## src/rtl/core/ats_pkg.sv

```systemverilog
package ats_pkg;

    typedef logic [2:0] t_kind;

    localparam t_kind KIND_LENGTH = 3'd0;
    localparam t_kind KIND_FORMAT = 3'd1;
    localparam t_kind KIND_TA     = 3'd2;
    localparam t_kind KIND_TB     = 3'd3;
    localparam t_kind KIND_TC     = 3'd4;
    localparam t_kind KIND_HIST   = 3'd5;
    localparam t_kind KIND_BEYOND = 3'd6;

    localparam int FMT_TA_BIT  = 4;
    localparam int FMT_TB_BIT  = 5;
    localparam int FMT_TC_BIT  = 6;
    localparam int FMT_RFU_BIT = 7;

    localparam logic [7:0] MAX_FRAME_BYTES = 8'd255;
    localparam logic [7:0] MIN_FRAME_BYTES = 8'd2;

    typedef struct packed {
        logic [7:0] byte_out;
        t_kind      byte_kind;
        logic       frame_done;
        logic       frame_status;
        logic [3:0] max_frame_code;
        logic       has_ta;
        logic       has_tb;
        logic       has_tc;
        logic [7:0] ta_value;
        logic [7:0] tb_value;
        logic [7:0] tc_value;
        logic [7:0] historical_count;
    } t_result;

endpackage

```

## src/rtl/core/answer_to_select_parser.sv

```systemverilog
// answer-to-select frame parser
//
// input channel: i_rx_byte and i_end_of_frame with i_valid; o_stall holds the
// sender. a word is taken at a rising edge with i_valid high and o_stall low.
// output channel: one result word per input word on o_valid, held by i_stall.
// o_frame_done marks the result of the last byte of a frame; the decoded
// fields are then valid if o_frame_status is low, otherwise they read as zero.
//
// a word taken at an edge is written to the output register and shows at the
// outputs after that edge. throughput: one word per clock while i_stall is
// low, set by the single output register; the next word is taken in the same
// cycle that the current result is taken.
// when the receiver stalls, the result stays in the output register and
// o_stall rises, so no further word is taken until the result is gone.
// reset (synchronous, i_rst_n low) empties the output register and clears the
// frame state: byte count, overflow flag, length, format and interface bytes.
// the frame state also clears itself after the last byte of each frame.
module answer_to_select_parser
    import ats_pkg::*;
(
    input  logic       i_clk,
    input  logic       i_rst_n,
    input  logic       i_valid,
    output logic       o_stall,
    input  logic [7:0] i_rx_byte,
    input  logic       i_end_of_frame,
    output logic       o_valid,
    input  logic       i_stall,
    output logic [7:0] o_byte_out,
    output logic [2:0] o_byte_kind,
    output logic       o_frame_done,
    output logic       o_frame_status,
    output logic [3:0] o_max_frame_code,
    output logic       o_has_ta,
    output logic       o_has_tb,
    output logic       o_has_tc,
    output logic [7:0] o_ta_value,
    output logic [7:0] o_tb_value,
    output logic [7:0] o_tc_value,
    output logic [7:0] o_historical_count
);

    logic [7:0] r_byte_count, n_byte_count;
    logic       r_ovf, n_ovf;
    logic [7:0] r_len, n_len;
    logic [7:0] r_fmt, n_fmt;
    logic [7:0] r_ta, n_ta;
    logic [7:0] r_tb, n_tb;
    logic [7:0] r_tc, n_tc;
    logic       r_out_valid;
    t_result    r_res, n_res;

    logic       in_acc;
    logic       f_ta, f_tb, f_tc;
    logic [1:0] nif;
    logic [7:0] slot_tb, slot_tc, min_size;
    logic       err;
    t_kind      kind;

    assign o_stall = r_out_valid && i_stall;
    assign in_acc  = i_valid && !o_stall;

    always_comb begin
        n_byte_count = r_byte_count;
        n_ovf        = r_ovf;
        n_len        = r_len;
        n_fmt        = r_fmt;
        n_ta         = r_ta;
        n_tb         = r_tb;
        n_tc         = r_tc;
        f_ta         = r_fmt[FMT_TA_BIT];
        f_tb         = r_fmt[FMT_TB_BIT];
        f_tc         = r_fmt[FMT_TC_BIT];
        slot_tb      = 8'd2 + {7'd0, f_ta};
        slot_tc      = slot_tb + {7'd0, f_tb};
        kind         = KIND_HIST;

        if (r_ovf || r_byte_count == MAX_FRAME_BYTES) begin
            n_ovf = 1'b1;
            kind  = KIND_BEYOND;
        end else begin
            n_byte_count = r_byte_count + 8'd1;
            if (r_byte_count == 8'd0) begin
                kind  = KIND_LENGTH;
                n_len = i_rx_byte;
            end else if (r_byte_count == 8'd1) begin
                kind  = KIND_FORMAT;
                n_fmt = i_rx_byte;
            end else if (f_ta && r_byte_count == 8'd2) begin
                kind = KIND_TA;
                n_ta = i_rx_byte;
            end else if (f_tb && r_byte_count == slot_tb) begin
                kind = KIND_TB;
                n_tb = i_rx_byte;
            end else if (f_tc && r_byte_count == slot_tc) begin
                kind = KIND_TC;
                n_tc = i_rx_byte;
            end
        end

        nif = {1'b0, n_fmt[FMT_TA_BIT]} + {1'b0, n_fmt[FMT_TB_BIT]}
            + {1'b0, n_fmt[FMT_TC_BIT]};
        min_size = MIN_FRAME_BYTES + {6'd0, nif};
        err = n_ovf || (n_byte_count < MIN_FRAME_BYTES) || (n_len != n_byte_count)
            || (n_byte_count < min_size) || n_fmt[FMT_RFU_BIT];

        n_res           = '0;
        n_res.byte_out  = i_rx_byte;
        n_res.byte_kind = kind;
        if (i_end_of_frame) begin
            n_res.frame_done   = 1'b1;
            n_res.frame_status = err;
            if (!err) begin
                n_res.max_frame_code   = n_fmt[3:0];
                n_res.has_ta           = n_fmt[FMT_TA_BIT];
                n_res.has_tb           = n_fmt[FMT_TB_BIT];
                n_res.has_tc           = n_fmt[FMT_TC_BIT];
                n_res.ta_value         = n_fmt[FMT_TA_BIT] ? n_ta : 8'd0;
                n_res.tb_value         = n_fmt[FMT_TB_BIT] ? n_tb : 8'd0;
                n_res.tc_value         = n_fmt[FMT_TC_BIT] ? n_tc : 8'd0;
                n_res.historical_count = n_byte_count - min_size;
            end
            n_byte_count = 8'd0;
            n_ovf        = 1'b0;
            n_len        = 8'd0;
            n_fmt        = 8'd0;
            n_ta         = 8'd0;
            n_tb         = 8'd0;
            n_tc         = 8'd0;
        end
    end

    always_ff @(posedge i_clk) begin
        if (!i_rst_n) begin
            r_byte_count <= 8'd0;
            r_ovf        <= 1'b0;
            r_len        <= 8'd0;
            r_fmt        <= 8'd0;
            r_ta         <= 8'd0;
            r_tb         <= 8'd0;
            r_tc         <= 8'd0;
            r_out_valid  <= 1'b0;
        end else begin
            if (in_acc) begin
                r_byte_count <= n_byte_count;
                r_ovf        <= n_ovf;
                r_len        <= n_len;
                r_fmt        <= n_fmt;
                r_ta         <= n_ta;
                r_tb         <= n_tb;
                r_tc         <= n_tc;
                r_out_valid  <= 1'b1;
            end else if (!i_stall) begin
                r_out_valid <= 1'b0;
            end
        end
    end

    always_ff @(posedge i_clk) begin
        if (in_acc) begin
            r_res <= n_res;
        end
    end

    assign o_valid            = r_out_valid;
    assign o_byte_out         = r_res.byte_out;
    assign o_byte_kind        = r_res.byte_kind;
    assign o_frame_done       = r_res.frame_done;
    assign o_frame_status     = r_res.frame_status;
    assign o_max_frame_code   = r_res.max_frame_code;
    assign o_has_ta           = r_res.has_ta;
    assign o_has_tb           = r_res.has_tb;
    assign o_has_tc           = r_res.has_tc;
    assign o_ta_value         = r_res.ta_value;
    assign o_tb_value         = r_res.tb_value;
    assign o_tc_value         = r_res.tc_value;
    assign o_historical_count = r_res.historical_count;

    // frame state starts over after the last byte
    a_frame_restart: assert property (@(posedge i_clk) disable iff (!i_rst_n)
        (in_acc && i_end_of_frame) |=> (r_byte_count == 8'd0 && !r_ovf && r_fmt == 8'd0))
        else $error("frame state not cleared after last byte");

    // count advances by one per byte until it saturates
    a_count_step: assert property (@(posedge i_clk) disable iff (!i_rst_n)
        (in_acc && !i_end_of_frame && !r_ovf && r_byte_count != MAX_FRAME_BYTES)
        |=> (r_byte_count == $past(r_byte_count) + 8'd1))
        else $error("byte count did not advance");

    // a word beyond the frame limit always ends in a parse error
    a_beyond_err: assert property (@(posedge i_clk) disable iff (!i_rst_n)
        (o_valid && o_frame_done && o_byte_kind == KIND_BEYOND) |-> o_frame_status)
        else $error("overlong frame reported ok");

    // decoded fields stay zero unless a clean frame ends
    a_fields_zero: assert property (@(posedge i_clk) disable iff (!i_rst_n)
        (o_valid && (!o_frame_done || o_frame_status))
        |-> (o_max_frame_code == 4'd0 && !o_has_ta && !o_has_tb && !o_has_tc
             && o_historical_count == 8'd0))
        else $error("fields set without a clean frame end");

endmodule

```

## config.mk

```make
export PLATFORM = sky130hd
export DESIGN_NAME = answer_to_select_parser
export DESIGN_NICKNAME = d
export VERILOG_FILES = /design/src/rtl/core/ats_pkg.sv /design/src/rtl/core/answer_to_select_parser.sv
export SDC_FILE = /design/constraint.sdc
export NUM_CORES = 1
export LEC_CHECK = 0
export BUFFER_PORTS_ARGS = -buffer_cell sky130_fd_sc_hd__buf_2
export CELL_PAD_IN_SITES_DETAIL_PLACEMENT = 1
export CELL_PAD_IN_SITES_GLOBAL_PLACEMENT = 1
export CORE_MARGIN = 3
export CORE_UTILIZATION = 47
export CTS_BUF_LIST = sky130_fd_sc_hd__clkbuf_4 sky130_fd_sc_hd__clkbuf_8
export DETAILED_ROUTE_END_ITERATION = 10
export PLACE_DENSITY = 0.91
export SLEW_MARGIN = 0
export SYNTH_ARGS = -nofsm -noshare
export SYNTH_HDL_FRONTEND = slang
export SYNTH_SLANG_ARGS = --single-unit
```

## constraint.sdc

```tcl
create_clock -name i_clk -period 5.8 [get_ports i_clk]
set_input_delay 1.45 -clock i_clk [delete_from_list [all_inputs] [get_ports i_clk]]
set_output_delay 1.45 -clock i_clk [all_outputs]
set_load 0.05 [all_outputs]
```

=== Word-level counts from Yosys, hierarchy flattened ===
Index checks and enable logic that the tools add are counted.

* $add $sub $neg: 7
* $mul: 0
* Divide/modulo/power cells: 0
* Order comparisons: 2
* Equality and inequality tests: 7
* Shifts and indexed selects: 0
* Multiplexer cells: 41
* Bitwise operators: 4
* Reductions and logical operators: 17

{| class="wikitable"
|+ Operator list
! kind !! number
|-
| 2-to-1 mux 8 bit || 30
|-
| 2-to-1 mux 41 bit || 1
|-
| 2-to-1 mux 39 bit || 1
|-
| 2-to-1 mux 3 bit || 4
|-
| OR reduction 3 bit || 3
|-
| adder 8 x 1 -> 8 bit, second input constant || 1
|-
| == test 8 x 1 -> 1 bit, second input constant || 1
|-
| == test 8 x 2 -> 1 bit, second input constant || 1
|-
| == test 8 x 3 -> 1 bit || 1
|-
| == test 8 x 4 -> 1 bit || 1
|-
| == test 8 bit, second input constant || 1
|-
| logical NOT 8 bit || 1
|-
| < comparator 8 x 2 -> 1 bit, second input constant || 1
|-
| < comparator 8 x 3 -> 1 bit || 1
|-
| != test 8 bit || 1
|-
| subtractor 8 x 3 -> 8 bit || 1
|-
| logical AND 1 bit || 5
|-
| logical OR 1 bit || 5
|-
| 2-to-1 mux 1 bit || 5
|-
| adder 3 x 1 -> 4 bit || 1
|-
| inverter 1 bit || 4
|-
| OR reduction 2 bit || 2
|-
| adder 2 x 1 -> 3 bit, first input constant || 1
|-
| adder 2 x 2 -> 3 bit, first input constant || 1
|-
| other kinds (4) || 4
|}

* Bits in registers: 102
* Latch bits: 0
* RAM bits: 0
* Memory bits (read-only): 0
* Input port bits: 13
* Output and inout port bits: 54
* Word-level logic and storage cells: 99
* Memories kept: 0

=== Depth between registers and ports, before layout ===
* Word-level depth: 13
* Gate-level depth with buffers: 19
* Depth with buffers taken out: 15

=== Least setup slack after synthesis ===
Ideal clock, no wire load.

* Path kind: input port to flip-flop
* Start point: input port i_rx_byte[4]
* End point: register r_res (netlist bit o_has_tc) (data pin)
* Library setup time: 0.269 ns
* Arrival time: 3.925 ns
* Data required time: 5.531 ns
* Slack: 1.606 ns
* Stages: 14
* Buffers on the path: 3
* Cell sequence: mux2i_1 > clkbuf_1 > fa_1 > inv_1 > ha_1 > inv_1 > fa_1 > a21o_1 > o21a_1 > nor3_1 > or4b_4 > buf_6 > buf_6 > nor2_1

* Word-level cells in the longest chain between the ends: 10
* Elaborated cells between the ends (all ways): 14
* Those cells by class: add/sub (3); order compare (1); eq/ne (1); mux (5); reduce/logical (4)

{| class="wikitable"
|+ Ends and longest elaborated chain
! element !! line !! source
|-
| from (decl) || answer_to_select_parser.sv:25 || <nowiki>input logic [7:0] i_rx_byte,</nowiki>
|-
| 2-to-1 mux 8 bit || answer_to_select_parser.sv:86 || <nowiki>end else if (r_byte_count == 8'd1) begin</nowiki>
|-
| 2-to-1 mux 8 bit || answer_to_select_parser.sv:83 || <nowiki>if (r_byte_count == 8'd0) begin</nowiki>
|-
| 2-to-1 mux 8 bit || answer_to_select_parser.sv:78 || <nowiki>if (r_ovf || r_byte_count == MAX_FRAME_BYTES) begin</nowiki>
|-
| adder 1 x 1 -> 2 bit || answer_to_select_parser.sv:101 || <nowiki>nif = {1'b0, n_fmt[FMT_TA_BIT]} + {1'b0, n_fmt[FMT_TB_BIT]}</nowiki>
|-
| adder 2 x 1 -> 2 bit || answer_to_select_parser.sv:102 || <nowiki>+ {1'b0, n_fmt[FMT_TC_BIT]};</nowiki>
|-
| adder 2 x 2 -> 3 bit || answer_to_select_parser.sv:103 || <nowiki>min_size = MIN_FRAME_BYTES + {6'd0, nif};</nowiki>
|-
| < comparator 8 x 3 -> 1 bit || answer_to_select_parser.sv:105 || <nowiki>|| (n_byte_count < min_size) || n_fmt[FMT_RFU_BIT];</nowiki>
|-
| logical OR 1 bit (*) (2 in a row) || answer_to_select_parser.sv:105 ||
|-
| OR reduction 2 bit (no source line) (*) || n/a ||
|-
| to (signal assigned) || answer_to_select_parser.sv:161 || <nowiki>r_res <= n_res;</nowiki>
|-
| to (decl) || answer_to_select_parser.sv:51 || <nowiki>t_result r_res, n_res;</nowiki>
|}

Mark *: on every way between the ends. The rest lies on a longest branch, timed or not.
A chain may end at the register's enable or synchronous reset.

=== Final worst setup path ===
* Start point: register r_byte_count[0]
* End point: register r_res (netlist bit o_ta_value[3]) (data pin)

* Word-level cells in the longest chain between the ends: 11
* Elaborated cells between the ends (all ways): 30
* Those cells by class: add/sub (4); order compare (2); eq/ne (4); mux (11); bitwise (1); reduce/logical (8)

{| class="wikitable"
|+ Ends and longest elaborated chain
! element !! line !! source
|-
| from (decl) || answer_to_select_parser.sv:43 || <nowiki>logic [7:0] r_byte_count, n_byte_count;</nowiki>
|-
| from (signal assigned) || answer_to_select_parser.sv:145 || <nowiki>r_byte_count <= n_byte_count;</nowiki>
|-
| == test 8 x 1 -> 1 bit || answer_to_select_parser.sv:86 ||
|-
| 2-to-1 mux 8 bit || answer_to_select_parser.sv:86 ||
|-
| 2-to-1 mux 8 bit || answer_to_select_parser.sv:83 ||
|-
| 2-to-1 mux 8 bit || answer_to_select_parser.sv:78 ||
|-
| adder 1 x 1 -> 2 bit || answer_to_select_parser.sv:101 ||
|-
| adder 2 x 1 -> 2 bit || answer_to_select_parser.sv:102 ||
|-
| adder 2 x 2 -> 3 bit || answer_to_select_parser.sv:103 ||
|-
| < comparator 8 x 3 -> 1 bit || answer_to_select_parser.sv:105 ||
|-
| logical OR 1 bit (2 in a row) || answer_to_select_parser.sv:105 ||
|-
| OR reduction 3 bit (no source line) || n/a ||
|}

Parallel ways exist; a longest one is shown, timed or not.

==> flow_metrics.py <==
metrics = {
    "worst_setup_path": {
        "critPathCaptureType": "flop",
        "start_kind": "flop",
        "reg2reg_depth": 17,
        "rr_startpoint": "r_byte_count[0]",
        "critical_path_class": "reg -> reg",
        "cp_max_fo": 39,
        "critPathArrivalTime_ps": 5050,
        "crit_required_ps": 6000,
        "r2r_setup_slack_ps": 960,
        "r2r-end": "o_ta_value[3]",
    },
    "die": {
        "core_area_mm2": 0.00995,
        "ios": 67,
        "die_w_um": 108,
        "die-area_mm2": 0.0117,
        "die_h_um": 108,
        "initial_core_util": 0.493,
        "rows": 36,
    },
    "synthesis": {
        "yosysTopAreaCell": "edfxtp_1",
        "yosys-top-cells-area": "edfxtp_1 (32%), dfxtp_1 (20%), mux2i_1 (8.6%)",
        "syn_area_per_cell_um2": 11.0,
        "syn_nets": 470,
        "synth-edff-count": 52,
        "synthCells": 447,
        "synth_common_cells": "nor2b_1 (58), edfxtp_1 (52), dfxtp_1 (50)",
        "synthArstFlopShare": 0,
        "synth-seq-cells": 102,
        "ys_seq_area_frac": 0.522,
        "synth_most_common_cell": "nor2b_1",
        "ys_types": 48,
        "yosysWarnings": 0,
        "synth_flop_cell": "edfxtp_1",
        "synth.top_cell.area_share": 0.318,
        "netlist_area_mm2": 0.00491,
    },
    "final_layout": {
        "antenna_cells": 0,
        "nFillCells": 1083,
        "syn_to_final_growth_pct": 13.6,
        "nets": 529,
        "utilization": 0.560,
        "drive_above_1_share": 0.194,
    },
    "drt": {
        "wl_met1_um": 5520,
        "met3_length_um": 673,
        "drtIter0Drc": 233,
        "vias": 3755,
        "avgViaCountPerCell": 5.83,
        "drc_errors": 0,
        "met2_length_um": 6600,
        "wl_per_cell_um": 20.3,
        "top_layer_used": "met4",
        "wl_um": 13100,
        "final_antenna_net_count": 0,
        "first_pass_iters": 5,
    },
    "hold_path": {
        "min_path_type": "reg -> reg",
        "worstHoldStart": "r_len[7]",
        "min_path_cells": 2,
        "hold_path_end": "r_len[7]",
    },
    "global_route": {
        "grt_overflow_total": 0,
        "grt_max_degree": 51,
        "grt_pass1_vias": 3800,
        "antenna_found_initial": 0,
        "grt_use_total": 0.234,
        "grt_pass1_wl_um": 20900,
    },
    "sta": {
        "slew_headroom": 0.398,
        "fmax_ghz": 0.207,
        "setup_viol": 0,
        "drv_slew": 0,
        "tightestPinTransition_ps": 895,
        "fin_setup_tns_ps": 0,
        "rsz0062_at_grt": "false",
        "post-route-period-util": 0.835,
        "skew_ps": 13.8,
        "finalHoldViolations": 0,
        "period_needed_ps": 4840,
    },
    "cts": {
        "tritoncts": "done",
        "cts_htree_levels": 3,
        "cts_buffers": 9,
        "postCtsResizedCells": 0,
        "cts-hold-fix-buffers": 0,
        "root_buffer": "clkbuf_8",
        "cts.path.max_buffers": 2,
        "clock_latency_ps": 380,
        "numClockSinks": 102,
        "post_cts_buffers": 0,
        "path_clk_slew_ps": 110,
    },
    "pwr": {
        "p_per_area_mw_per_mm2": 269,
        "total_power_mw": 1.50,
        "p_leak_nw": 2.05,
        "vdd_ir_drop_max_uv": 128,
    },
    "status": {
        "status": "finished clean",
    },
    "place": {
        "dp_hpwl_um": 8800,
        "gp_congestion": 0.839,
        "port_buffers": 66,
    },
    "flow_run": {
        "maxCapViolCount": 0,
    },
}
-- worst max-delay path by stage --
stage | end | start | slack (ps) | cells after the start
floorplan | o_has_tc | i_rx_byte[4] | 1610 | 14
global placement | o_ta_value[5] | r_byte_count[0] | 1340 | 17
detailed placement | o_ta_value[3] | r_byte_count[0] | 1080 | 17
CTS | o_ta_value[3] | r_byte_count[0] | 990 | 17
global route | o_ta_value[6] | r_byte_count[0] | 650 | 17
finish | o_ta_value[3] | r_byte_count[0] | 960 | 17
-- cells by family (layout without fill, tap and decap cells) --
logic type,after synthesis,count (layout),synth area share
mux,44,44,0.0902
buf+inv,35,99,0.0324
flops,102,102,0.522
compound gates,74,74,0.105
fa+ha+maj,10,10,0.0285
simple gates,163,163,0.188
xor+xnor,19,19,0.0339
-- cells in the final DEF, fill, tap and decap left out, drive strengths merged, types with 3 or more instances in the layout --
cell type / instances
a21oi: 10
nand3: 9
a21o: 5
mux2i: 42
inv: 13
nor2b: 58
buf: 73
nor2: 28
ha: 8
o211ai: 3
o21ai: 7
edfxtp: 52
xor2: 8
xnor2: 11
clkbuf: 9
nand2: 12
dfxtp: 50
nor4: 4
nor3: 34
a22oi: 41
o21a: 3
-- flip-flops by register name (all words and copies together), names as in the netlist --
register / count
o_tb_value: 8
o_tc_value: 8
o_byte_kind: 3
r_tc: 8
o_max_frame_code: 4
o_valid: 1
o_has_tc: 1
r_byte_count: 8
o_byte_out: 8
o_has_tb: 1
r_len: 8
r_tb: 8
o_ta_value: 8
r_fmt: 8
r_ta: 8
o_frame_status: 1
o_historical_count: 8
o_frame_done: 1
r_ovf: 1
o_has_ta: 1
-- worst max-delay path: stages, from the launching register on --
cell and delay, ps:
dfxtp_1 600, ha_1 310, nand4_1 200, o21bai_1 440, nor3_1 120, buf_4 220, mux2i_1 130, buf_4 190
fa_1 530, inv_1 50, ha_1 170, inv_1 80, fa_1 210, a21o_1 150, o21a_1 130, nor3_1 60
or4b_4 740, nor3_1 320
-- report_power, final --
part           switching (mW)  internal [mW]  total [mW]  leakage, nW
Sequential            0.00749          0.778       0.785        0.926
Combinational           0.140         0.0446       0.184         1.01
Clock                   0.276          0.254       0.530        0.117
-- stage by stage --
stage | area [um^2] | cells | hold slack, ps | setup slack [ps]
finish | 5580 | 644 | 542 | 957
global route | 5580 | 644 | 574 | 653
CTS | 5580 | 644 | 543 | 995
detailed placement | 5340 | 628 | 509 | 1080
global placement | 5340 | 628 | 502 | 1340
floorplan | 4910 | 447 | 488 | 1610
-- area by class of cell --
type | count | area, um^2 | area share
Sequential cell | 102 | 2560 | 0.460
Tap cell | 133 | 166 | 0.0298
Clock inverter | 7 | 115 | 0.0206
Clock buffer | 9 | 124 | 0.0222
Timing Repair Buffer | 73 | 383 | 0.0687
Inverter | 10 | 37.5 | 0.00673
Multi-Input combinational cell | 310 | 2190 | 0.392
-- metal layers --
metal	vias up	track usage
li1	1744	-
met1	1864	0.305
met2	128	0.397
met3	19	0.0299
met4	0	0.0893
met5	-	0
No activity file was read; power rests on OpenSTA's default activity.
